### src/hw/rtl/frt_pkg.sv
package frt_pkg;

  localparam int RangeSlotsDef = 16;
  localparam int RingDepthDef  = 16;
  localparam int PageShiftDef  = 12;

  localparam int AddrW = 64;
  localparam int ModeW = 3;
  localparam int StatW = 3;

  typedef enum logic [1:0] {
    OP_REGISTER   = 2'd0,
    OP_UNREGISTER = 2'd1,
    OP_FAULT      = 2'd2,
    OP_READ       = 2'd3
  } op_t;

  typedef enum logic [2:0] {
    ST_OK          = 3'd0,
    ST_INVALID     = 3'd1,
    ST_FULL        = 3'd2,
    ST_NOT_FOUND   = 3'd3,
    ST_RING_FULL   = 3'd4,
    ST_NOT_HANDLED = 3'd5,
    ST_RING_EMPTY  = 3'd6
  } status_t;

  localparam logic [ModeW-1:0] ModeWp    = 3'd2;
  localparam logic [ModeW-1:0] ModeMinor = 3'd4;

  typedef enum logic [3:0] {
    S_IDLE,
    S_CHECK,
    S_SCAN,
    S_PLACE,
    S_FAULT,
    S_READ,
    S_READ_WAIT,
    S_DONE
  } state_t;

  // controller to datapath
  typedef struct packed {
    logic load;       // capture input word
    logic check;      // capture range bounds for the scan
    logic scan_step;  // process slot at scan index
    logic scan_clr;   // reset scan index
    logic place;      // write merged range into first free slot
    logic fault_eval; // evaluate fault lookup and enqueue
    logic read_issue; // read state marker, unused by the datapath
    logic read_take;  // pop ring entry into result
    logic set_status; // take status from ctl
    logic [StatW-1:0] status;
  } frt_cmd_t;

  // datapath to controller
  typedef struct packed {
    logic bad;
    logic scan_last;
    logic hit;
    logic has_free;
    logic ring_empty;
  } frt_stat_t;

endpackage

### src/hw/rtl/frt_ctrl.sv
module frt_ctrl import frt_pkg::*; (
  input  logic      clk,
  input  logic      rst,
  input  logic      in_fire,
  input  logic [1:0] op,
  input  logic      out_busy,
  input  frt_stat_t st,
  output frt_cmd_t  cmd,
  output logic      in_ready,
  output logic      res_valid
);
  state_t state, state_next;
  op_t    opr;

  always_ff @(posedge clk) begin
    if (rst) begin
      state <= S_IDLE;
      opr   <= OP_REGISTER;
    end else begin
      state <= state_next;
      if (in_fire) opr <= op_t'(op);
    end
  end

  always_comb begin
    state_next = state;
    case (state)
      S_IDLE: if (in_fire) begin
        case (op_t'(op))
          OP_FAULT: state_next = S_FAULT;
          OP_READ:  state_next = S_READ;
          default:  state_next = S_CHECK;
        endcase
      end
      S_CHECK:     state_next = st.bad ? S_DONE : S_SCAN;
      S_SCAN:      if (st.scan_last) state_next = (opr == OP_REGISTER) ? S_PLACE : S_DONE;
      S_PLACE:     state_next = S_DONE;
      S_FAULT:     state_next = S_DONE;
      S_READ:      state_next = st.ring_empty ? S_DONE : S_READ_WAIT;
      S_READ_WAIT: state_next = S_DONE;
      S_DONE:      if (!out_busy) state_next = S_IDLE;
      default:     state_next = S_IDLE;
    endcase
  end

  always_comb begin
    cmd = '0;
    in_ready  = 1'b0;
    res_valid = 1'b0;
    case (state)
      S_IDLE: begin
        in_ready = 1'b1;
        cmd.load = in_fire;
      end
      S_CHECK: begin
        cmd.check    = 1'b1;
        cmd.scan_clr = 1'b1;
        if (st.bad) begin
          cmd.set_status = 1'b1;
          cmd.status     = ST_INVALID;
        end
      end
      S_SCAN: begin
        cmd.scan_step = 1'b1;
        if (st.scan_last && opr == OP_UNREGISTER) begin
          cmd.set_status = 1'b1;
          cmd.status     = st.hit ? ST_OK : ST_NOT_FOUND;
        end
      end
      S_PLACE: begin
        cmd.place      = 1'b1;
        cmd.set_status = 1'b1;
        cmd.status     = st.has_free ? ST_OK : ST_FULL;
      end
      S_FAULT: cmd.fault_eval = 1'b1;
      S_READ: begin
        cmd.read_issue = 1'b1;
        if (st.ring_empty) begin
          cmd.set_status = 1'b1;
          cmd.status     = ST_RING_EMPTY;
        end
      end
      S_READ_WAIT: cmd.read_take = 1'b1;
      S_DONE:      res_valid = 1'b1;
      default: ;
    endcase
  end
endmodule

### config.mk
export PLATFORM = sky130hd
export DESIGN_NAME = frt_ctrl
export DESIGN_NICKNAME = d
export VERILOG_FILES = /design/src/hw/rtl/frt_pkg.sv /design/src/hw/rtl/frt_ctrl.sv
export SDC_FILE = /design/constraint.sdc
export NUM_CORES = 1
export LEC_CHECK = 0
export ABC_AREA = 1
export BUFFER_PORTS_ARGS = -buffer_cell sky130_fd_sc_hd__buf_2
export CAP_MARGIN = 20
export CORE_AREA = 10 10 47 49
export CTS_BUF_LIST = sky130_fd_sc_hd__clkbuf_8
export DETAILED_ROUTE_END_ITERATION = 6
export DIE_AREA = 0 0 57 59
export PLACE_DENSITY = 0.68
export REMOVE_ABC_BUFFERS = 1
export SLEW_MARGIN = 25
export SYNTH_ARGS = -nofsm -noshare
export SYNTH_HDL_FRONTEND = slang
export SYNTH_SLANG_ARGS = --single-unit
### constraint.sdc
create_clock -name clk -period 1 [get_ports clk]
set_input_delay 0.2 -clock clk [delete_from_list [all_inputs] [get_ports clk]]
set_output_delay 0.2 -clock clk [all_outputs]
set_load 0.02 [all_outputs]
After elaboration in Yosys (flattened, before gate mapping) --
Cells that the tools add are included.
Cells by class: reductions and logical operators 5, equal/unequal tests 13, muxes and demuxes 23
Operator list (number):
- 2-to-1 mux 4 bit | 6
- case mux 4 bit (6 select lines) | 1
- equality test 4 x 3 -> 1 bit, second input constant | 4
- case mux 4 bit (4 select lines) | 1
- 2-to-1 mux 1 bit | 10
- equality test 4 x 2 -> 1 bit, second input constant | 2
- 2-to-1 mux 3 bit | 2
- inequality test 2 bit, second input constant | 3
- case mux 3 bit (2 select lines) | 1
- equality test 2 bit, second input constant | 2
- equality test 4 x 1 -> 1 bit, second input constant | 1
- logical NOT 4 bit | 1
- 2-to-1 mux 2 bit | 2
- AND reduction 3 bit | 1
- OR reduction 3 bit | 1
- equality test 2 x 1 -> 1 bit, second input constant | 1
- logical NOT 2 bit | 1
- logical AND 1 bit | 1
Storage, ports and cells: word-level logic and storage cells 43, bits in registers 6

Logic depth before layout (Yosys ltp) --
Gate-level depths: netlist of run 1.
depth in word-level cells 4, depth in mapped cells 8

Least setup slack after synthesis of run 1 --
No wires, ideal clock.
path type register to output, start point register state[1], end point output port cmd[1] in the netlist's numbering, slack -0.179 ns, path buffers 0, data arrival time 0.979 ns, cell stages (with the launch flop) 5, cell sequence dfxtp_1 > nand3_2 > inv_2 > nand2_1 > o211ai_1
RTL lines:
- start: declaration | RTL line frt_ctrl.sv:12 | state_t state, state_next;
- start signal: assignment | RTL line frt_ctrl.sv:20 | state <= state_next;
- end: declaration | RTL line frt_ctrl.sv:8 | output frt_cmd_t cmd,

==> metrics, run 1 <==
fmax 0.736 GHz; clock power share 12.3%; CTS tree built; Detail Route Antenna Nets 0; DRC 0; H-tree Lvls 1; Hold Crit Class input port to flip-flop; Die H 59 um; GR Overflow Total 0; cells after synthesis 73; worst endpoint required time 0.80 ns; placed inst area 611 um^2; I/O pin cnt 25; clk_skew 0.00235 ns; wire length after detailed routing 1550 um; Vias/cell 4.62; vias in the first global route 639; PwrDens 3350 mW/mm^2; most frequent cell after synthesis inv_1; Total Nets Final 127; Non-Filler Instances between 100 and 150; switching pwr 1.37 mW; synth warn 0; cell area after layout 895 um^2; DRT iter0 DRCs 9; switching power share of the total 45.6%; worst-margin pin slew 0.211 ns; Worst Path Max Fanout 6; first-pass GRT wire length roughly 2600 um; register area share after synthesis 23.1%; GP Congestion 0.866; area fraction of the dominant cell type after synthesis a little under a quarter; max-cap violations 0; Reg-to-Reg End state[0]; DP Worst Slack -0.221 ns; Longest Clk Path Bufs 2; crit path from state[1]; outcome complete, but fails checks; Starting Density 30.9%; TritonCTS Sinks 5; area delta synth->final 107%; Synth async-reset ratio 0%; Inserted Diodes 0; First-pass DRT Iterations 4; worst hold slack 0.215 ns; R2R cell count 11; P_int 1.63 mW; largest net degree at the start of global routing 8; #FFs+latches synth 5; total routing usage reported by global routing 9.57%; Routed WL per cell 11.9 um; worst reg2reg setup slack -0.35 ns; ys flop type dfxtp_1; final period utilization 136%; critical path arrival 1.16 ns; Hold Vio Cnt, Final 0; DP HPWL 1160 um; die extent in x 57 um; max_slew headroom 85.9%; Commonest cells post-synth inv_1, nand2_1, nor2_1; min cycle time layout roughly 1.4 ns; Yosys cell types 18; Layout Utilization between 60 and 70%; Placed Cells 118; Total Neg Setup Slack -5.16 ns; Startpoint Class flip-flop; Synth Cell Area 433 um^2; core box area 0.00140 mm^2; IO Port Bufs 24; via count roughly 610; FP Rows 14; die area 0.00336 mm^2; Power Total 3.00 mW; Slew Viols, Final 0; Setup WS post-layout -0.358 ns; EDFF count, synth 0; failing checks negative setup slack; hold buffers post-CTS 0; maximum vdd drop approximately 1.7 mV; Worst setup EP type primary output; r2r startpoint state[2]; Setup crit end cmd[1]; critical path start-end classification flip-flop to primary output; Reg clk slew, reported paths 0.04 ns; worst-skew pair later-pin latency 0.22 ns; final setup vio count 17; unrepaired setup endpoints after global routing yes; number of buffers created by CTS 3; combinational share of power 72.3%; Leak Pwr 0.499 nW; Yosys top cell by area dfxtp_1; syn avg cell area 5.93 um^2; CTS Root Cell clkbuf_8; sequential power share 15.4%; share of cells above drive strength 1 63.5%; initial antenna violation count 0; Synth area leaders dfxtp_1, inv_1, nand2_1
placed cells by master, fill, tap and decap left out, types with 4 or more instances in the layout:
cell type	count
buf_6	14
buf_4	14
nand2_1	12
inv_1	11
buf_2	11
nor2_1	7
inv_2	5
nor2_4	4
registers in the layout (all words and copies together), names as in the netlist:
| register | flops |
|---|---|
| state | 3 |
| opr | 2 |
layout make-up:
type,instances,area (um^2)
Clock buffer,3,41.3
Clock inverter,1,3.75
Fill cell,123,507
Inverter,18,75.1
Multi-Input combinational cell,49,324
Sequential cell,5,113
Tap cell,16,20.0
Timing Repair Buffer,39,318
power groups by stage:
stage          logic (mW)  clock network (mW)  registers, mW
5_1_grt              2.36               0.392          0.476
3_3_place_gp         1.33                   0          0.365
6_report             2.17               0.368          0.462
3_5_place_dp         1.35                   0          0.369
4_1_cts              1.82               0.375          0.450
2_1_floorplan       0.910                   0          0.356
kinds of logic (layout without fill, tap and decap cells):
kind of cell | after synthesis | in the layout | synth area share, %
and+or+nand+nor | 39 | 39 | 45.4
buffers and inverters | 19 | 61 | 17.3
DFF | 5 | 5 | 23.1
AOI/OAI and AO/OA | 10 | 10 | 14.2
worst min-delay path by stage:
| stage | start | endpoint | slack (ns) | cells past startpoint |
|---|---|---|---|---|
| finish | rst | state[2] | 0.22 | 2 |
| global route | rst | state[2] | 0.21 | 2 |
| CTS | rst | state[1] | 0.20 | 2 |
| detailed placement | rst | state[2] | 0.44 | 2 |
| global placement | rst | state[2] | 0.44 | 2 |
| floorplan | rst | state[0] | 0.27 | 1 |
per-layer routing:
metal | wire (um) | share of wire [%] | track usage (%) | up-vias
li1 | - | - | - | 313
met1 | 589 | 38 | 8.48 | 274
met2 | 844 | 54 | 18.6 | 13
met3 | 94 | 6.0 | 3.86 | 5
met4 | 24 | 1.5 | 4.03 | 0
met5 | 0 | 0 | 0 | -
worst max-delay path, cell delays in order (launching register included):
cell,delay [ns]
dfxtp_4,0.37
inv_4,0.06
nand4_1,0.18
o211ai_1,0.15
buf_4,0.17
what timing repair did:
item,CTS,global route
setup buffers,6,3
setup endpoints to repair,17,17
pin swaps,5,2
gates resized for setup,43,16
(Power assumes the default switching activity.)
==> run 2, diff against run 1 <==
--- a/config.mk
+++ b/config.mk
@@ -14,5 +14,4 @@
 export DIE_AREA = 0 0 57 59
 export PLACE_DENSITY = 0.68
-export REMOVE_ABC_BUFFERS = 1
 export SLEW_MARGIN = 25
 export SYNTH_ARGS = -nofsm -noshare
==> constraint.sdc (replaced) <==
create_clock -name clk -period 1 [get_ports clk]
set_input_delay 0.1 -clock clk [delete_from_list [all_inputs] [get_ports clk]]
set_output_delay 0.1 -clock clk [all_outputs]
set_load 0.02 [all_outputs]
==> run 2 against run 1 <==
Effect of this change:
- the flow still finishes with violations (negative setup slack)
- clock-buffer cell count did not move
- clock skew rose by 0.0015 ns
- sequential share of layout area did not move
- clock power fell by 2%
- critical endpoint unchanged
- largest cell class unchanged
==> metrics, run 2 (synthesized netlist as in run 1, its figures left out) <==
filler cell count 132 (+7.3%); core box area 0.00140 mm^2 (unchanged); Starting Density 30.9% (unchanged); largest reg by FF count state; placed inst area 636 um^2 (+4.1%); most frequent cells in the layout buf_6, inv_1, nand2_1, buf_2, nor2_1; TritonCTS Sinks 5 (unchanged); largest net degree at the start of global routing 8 (unchanged); DRC 0 (unchanged); die extent in x 57 um (unchanged); PwrDens 3420 mW/mm^2 (+2.1%); FP Rows 14 (unchanged); First-pass DRT Iterations 5 (+1); wire length after detailed routing 1630 um (+4.9%); Worst setup EP type primary output; first-pass GRT wire length 2500 um (-5.2%); Regs by FF count state: 3 flops, opr: 2 flops; worst-margin pin slew 0.242 ns (+0.0308 ns); Hold Vio Cnt, Final 0 (unchanged); I/O pin cnt 25 (unchanged); CTS Root Cell clkbuf_8; cell area after layout 895 um^2 (unchanged); worst hold slack 0.106 ns (-0.109 ns); outcome complete, but fails checks; Slew Viols, Final 0 (unchanged); Routed WL per cell 12.9 um (+9.1%); max reg flops 3 (unchanged); worst endpoint required time 0.90 ns (+0.10 ns); worst-skew pair later-pin latency 0.22 ns (about the same); GR Overflow Total 0 (unchanged); DRT iter0 DRCs 7 (-2); max_slew headroom 83.8% (-2.1 points); via count 588 (-2.8%); Startpoint Class flip-flop; critical path start-end classification flip-flop to primary output; final setup vio count 17 (unchanged); die area 0.00336 mm^2 (unchanged); final period utilization 130% (-5.6 points); DP HPWL 1180 um (+1.8%); max-cap violations 0 (unchanged); unrepaired setup endpoints after global routing yes; Reg clk slew, reported paths 0.04 ns (about the same); area delta synth->final 107% (unchanged); Worst Path Max Fanout 6 (unchanged); Inserted Diodes 0 (unchanged); Total Nets Final 122 (-3.9%); clk_skew 0.00388 ns (+0.00152 ns); commonest non-fill, non-tap cell in the layout buf_6; CTS tree built; IO Port Bufs 24 (unchanged); number of buffers created by CTS 3 (unchanged); share of cells above drive strength 1 60.9% (-2.6 points); H-tree Lvls 1 (unchanged); Detail Route Antenna Nets 0 (unchanged); Vias/cell 4.67 (+1.0%); Setup WS post-layout -0.302 ns (+0.0564 ns); critical path arrival 1.20 ns (+0.04 ns); Placed Cells 116 (-1.7%); syn nets 84; DP Worst Slack -0.164 ns (+0.0567 ns); min cycle time layout 1.30 ns (-0.0564 ns); initial antenna violation count 0 (unchanged); hold buffers post-CTS 0 (unchanged); vias in the first global route 567 (-11%); maximum vdd drop 2.02 mV (+16%); failing checks negative setup slack; fmax 0.768 GHz (+4.3%); Hold Crit Class input port to flip-flop; Die H 59 um (unchanged); Non-Filler Instances 126 (-3.8%); Longest Clk Path Bufs 2 (unchanged); GP Congestion 0.850 (-1.9%); Leak Pwr 0.485 nW (-2.9%); total routing usage reported by global routing 8.89% (-0.68 points)
[run 2: changes by cell type in the layout (fill, tap and decap cells not counted), moves of 2 or more]
cell	before	now
buf_4	14	7
nand3_4	1	3
inv_2	5	3
nand3_2	3	1
nor2_2	2	0
buf_6	14	16
[run 2: what timing repair did]
| action | 4_1_cts | 5_1_grt |
|---|---|---|
| pin swaps | 2 | 7 |
| buffers inserted | 4 | 3 |
| gates resized for setup | 34 | 18 |
| endpoints found under the hold margin | 0 | 0 |
| setup endpoints to repair | 17 | 17 |
[run 2: where the power goes]
group | switching, mW | total (mW) | internal [mW]
Sequential | 0.191 | 0.497 | 0.305
Combinational | 1.17 | 2.20 | 1.03
Clock | 0.0985 | 0.362 | 0.263
[run 2: area by class of cell]
type	instances	area, um^2	share of cell area [%]
Multi-Input combinational cell	49	352	39.3
Timing Repair Buffer	34	288	32.2
Sequential cell	5	113	12.6
Inverter	18	77.6	8.67
Clock buffer	3	41.3	4.62
Tap cell	16	20.0	2.24
Clock inverter	1	3.75	0.420
[run 2: worst paths after layout]
kind / startpoint / to / slack [ns] / cells past startpoint
worst max-delay path: state[2] / cmd[1] / -0.30 / 3
worst min-delay path: rst / state[1] / 0.11 / 2
worst max register to register: state[0] / state[0] / -0.23 / 9
worst min register to register: opr[0] / opr[0] / 0.53 / 2
[run 2: per-stage QoR]
step,setup TNS [ns],total power [mW],util [%]
finish,-3.37,3.06,63.8
global route,-4.27,3.28,63.8
CTS,-2.89,2.76,57.9
detailed placement,-0.558,1.86,45.4
global placement,-0.438,1.84,45.4
floorplan,-0.107,1.45,-
[run 2: critical path, cell delays in order (launching register included)]
cell and delay [ns]:
dfxtp_4 0.41, nand4_1 0.24, o211ai_1 0.16, buf_4 0.17
[run 2: metal layers]
layer / vias to the layer above / wire length (um) / GRT usage [%]
met2: 21 / 877 / 15.8
met3: 2 / 85 / 2.79
met4: 0 / 16 / 3.02
met5: - / 0 / 0
met1: 261 / 651 / 9.70
li1: 304 / - / -
==> run 3, diff against run 2 <==
--- a/config.mk
+++ b/config.mk
@@ -10,5 +10,5 @@
 export CAP_MARGIN = 20
 export CORE_AREA = 10 10 47 49
-export CTS_BUF_LIST = sky130_fd_sc_hd__clkbuf_8
+export CTS_CLUSTER_SIZE = 28
 export DETAILED_ROUTE_END_ITERATION = 6
 export DIE_AREA = 0 0 57 59
==> constraint.sdc (replaced) <==
create_clock -name clk -period 1 [get_ports clk]
set_input_delay 0.1 -clock clk [delete_from_list [all_inputs] [get_ports clk]]
set_output_delay 0.1 -clock clk [all_outputs]
set_load 0.1 [all_outputs]
==> run 3 against run 2 <==
Effect of this change:
- the flow now stops in global routing
- synthesized area unchanged
- synthesized cell count stayed put
==> metrics, run 3 <==
EDFF count, synth 0 (unchanged); Post-Synth Adder-Cell Area 0% (unchanged); Starting Density 30.9% (unchanged); post-synthesis simple-gate area fraction 45.4% (unchanged); Synth Cell Area 433 um^2 (unchanged); IO Port Bufs 24 (unchanged); Longest Clk Path Bufs 2 (unchanged); syn nets 84 (unchanged); main combinational cell family by area after synthesis simple AND/OR/NAND/NOR gates; #FFs+latches synth 5 (unchanged); I/O pin cnt 25 (unchanged); Post-Synth XOR/XNOR Area 0% (unchanged); DP Worst Slack -0.242 ns (-0.0782 ns); FP Rows 14 (unchanged); Yosys top cell by area dfxtp_1; Die H 59 um (unchanged); syn avg cell area 5.93 um^2 (unchanged); area fraction of the dominant cell type after synthesis 23.1% (unchanged); H-tree Lvls 1 (unchanged); Fail Step global routing; Commonest cells post-synth inv_1, nand2_1, nor2_1; error message [ERROR DPL-0038] Utilization greater than 100%, impossible to legalize; TritonCTS Sinks 5 (unchanged); die extent in x 57 um (unchanged); ys flop type dfxtp_1; number of buffers created by CTS 3 (unchanged); placed inst area 985 um^2 (+55%); hold buffers post-CTS 0 (unchanged); worst_ep grt cmd[1]; post-synthesis compound-gate area fraction 14.2% (unchanged); CTS Root Cell clkbuf_4; largest net degree at the start of global routing 7; Yosys cell types 18 (unchanged); synth warn 0 (unchanged); most frequent cell after synthesis inv_1; mux contribution to synthesized area 0% (unchanged); worst ep type output port; Synth area leaders dfxtp_1, inv_1, nand2_1; Synth async-reset ratio 0% (unchanged); outcome aborted with a tool error; GP Congestion 0.797 (-6.3%); DP HPWL 1540 um (+31%); cells after synthesis 73 (unchanged); register area share after synthesis 23.1% (unchanged)
==> run 3: cell counts after synthesis <==
Identical to the previous run, type by type.
==> run 3: per-stage QoR <==
step	hold slack [ns]	cells	setup TNS [ns]
floorplan	0.159	73	-4.29
global placement	0.322	127	-1.69
detailed placement	0.330	127	-2.29
CTS	0.0771	142	-5.05
==> run 3: logic make-up after synthesis <==
| logic type | count (synthesis) |
|---|---|
| AND/OR/NAND/NOR | 39 |
| flip-flops | 5 |
| buffers and inverters | 19 |
| AO/OA/AOI/OAI | 10 |
==> run 3: what timing repair did <==
action | 4_1_cts
endpoints found under the setup margin | 17
pin swaps | 9
buffers inserted | 11
resized for setup | 37
==> run 4, diff against run 3 <==
- CORE_AREA: 10 10 47 49 -> 10 10 71 73
- CTS_CLUSTER_SIZE: 28 -> not set
- DIE_AREA: 0 0 57 59 -> 0 0 81 83
- PLACE_DENSITY: 0.68 -> not set
- PLACE_DENSITY_LB_ADDON: not set -> 0.15
- clock period: 1 -> 1.3 ns (I/O delays scaled with it)
==> run 4 against run 3 <==
Effect of this change:
- the flow now finishes, with violations (negative setup slack)
==> metrics, run 4 (synthesized netlist as in run 1, its figures left out) <==
outcome complete, but fails checks; failing checks negative setup slack; Worst Path Max Fanout 5; area delta synth->final 147%; max_slew headroom 81.3%; placed inst area 918 um^2 (-6.7%); Starting Density 11.9% (-19 points); Vias/cell 3.54; initial antenna violation count 0; Longest Clk Path Bufs 2 (unchanged); largest net degree at the start of global routing 7; hold_sp rst; Regs by FF count state: 3 flops, opr: 2 flops; final period utilization 111%; die extent in x 81 um (+42%); critical path start-end classification flip-flop to primary output; DRT iter0 DRCs 20; commonest non-fill, non-tap cell in the layout buf_12; max-cap violations 0; Reg clk slew, reported paths about 0.03 ns; worst-margin pin slew 0.279 ns; critical path arrival 1.31 ns; Layout Utilization 29.5%; min cycle time layout about 1.4 ns; FP Rows 22 (+8); GR Overflow Total 0; H-tree Lvls 1 (unchanged); filler cell count 411; core box area 0.00363 mm^2; Worst setup EP type primary output; DRC 0; Startpoint Class flip-flop; TritonCTS Sinks 5 (unchanged); Reg area approximately 110 um^2; Total Nets Final 123; most frequent cells in the layout buf_12, nand2_1, inv_1, buf_2; DP HPWL 1480 um (-4.3%); fmax 0.693 GHz; Die H 83 um (+41%); Hold Vio Cnt, Final 0; I/O pin cnt 25 (unchanged); IO Port Bufs 24 (unchanged); crit path from state[1]; CTS Root Cell clkbuf_8; Setup WS post-layout -0.143 ns; Routed WL per cell between 10 and 15 um; first-pass GRT wire length 2610 um; CTS tree built; number of buffers created by CTS 3 (unchanged); r2r startpoint state[1]; share of cells above drive strength 1 60.4%; syn nets 84 (unchanged); Hold Crit Class input port to flip-flop; GP Congestion 0.769 (-3.4%); worst-skew pair later-pin latency 0.22 ns; wire length after detailed routing ~1800 um; Slew Viols, Final 0; worst hold slack 0.133 ns; First-pass DRT Iterations 4; unrepaired setup endpoints after global routing yes; Inserted Diodes 0; vias in the first global route 580; clk_skew 0.00221 ns; worst endpoint required time ~1.2 ns; total routing usage reported by global routing 4.84%; largest reg by FF count state; via count 563; Detail Route Antenna Nets 0; multi-input logic area 338 um^2; cell area after layout roughly 0.0011 mm^2; final setup vio count 10; max reg flops 3; die area 0.00672 mm^2
run 4: path summary, 6_finish.rpt:
path / endpoint / slack (ns) / cells after the start
worst min register to register: opr[1] / 0.49 / 2
worst min-delay path: state[0] / 0.13 / 2
worst max register to register: state[2] / -0.02 / 9
worst max-delay path: cmd[1] / -0.14 / 4
run 4: repair_timing:
| item | in CTS | in global routing |
|---|---|---|
| gates resized for setup | 8 | 12 |
| endpoints found under the setup margin | 11 | 14 |
| pin swaps | 2 | 9 |
| hold buffers | 0 | 0 |
| setup buffers | 2 | 3 |
run 4: cell type report:
type / count / area share [%]
clock buffer: 4 / 4.21
inverter: 18 / 8.18
multi-input combinational: 49 / 31.5
sequential: 5 / 10.5
tap: 48 / 5.61
timing repair buffer: 35 / 40.0
run 4: through the flow:
step                      setup TNS (ns)  worst slack, ns  instances
after global placement                 0           0.0252        150
after global routing               -1.33           -0.222        159
final                             -0.669           -0.143        159
after detailed placement               0           0.0310        150
after floorplan                    -1.44           -0.817         73
after CTS                         -0.894           -0.153        156
run 4: per-layer routing:
layer | global-route usage [%] | vias up | wire length [um]
li1 | - | 301 | -
met1 | 6.06 | 235 | 840
met2 | 6.48 | 25 | 726
met3 | 2.91 | 2 | 181
met4 | 1.88 | 0 | 27
met5 | 0 | - | 0
run 4: worst max-delay path, cell delays in order (launching register included):
cell      delay, ns
dfxtp_4        0.39
buf_6          0.12
nand3_4        0.09
o211ai_1       0.27
buf_12         0.22
Power of run 4 is left out: the tool's default activity adds up to more than one toggle a clock period on the data nets, which glitch-free logic cannot reach.
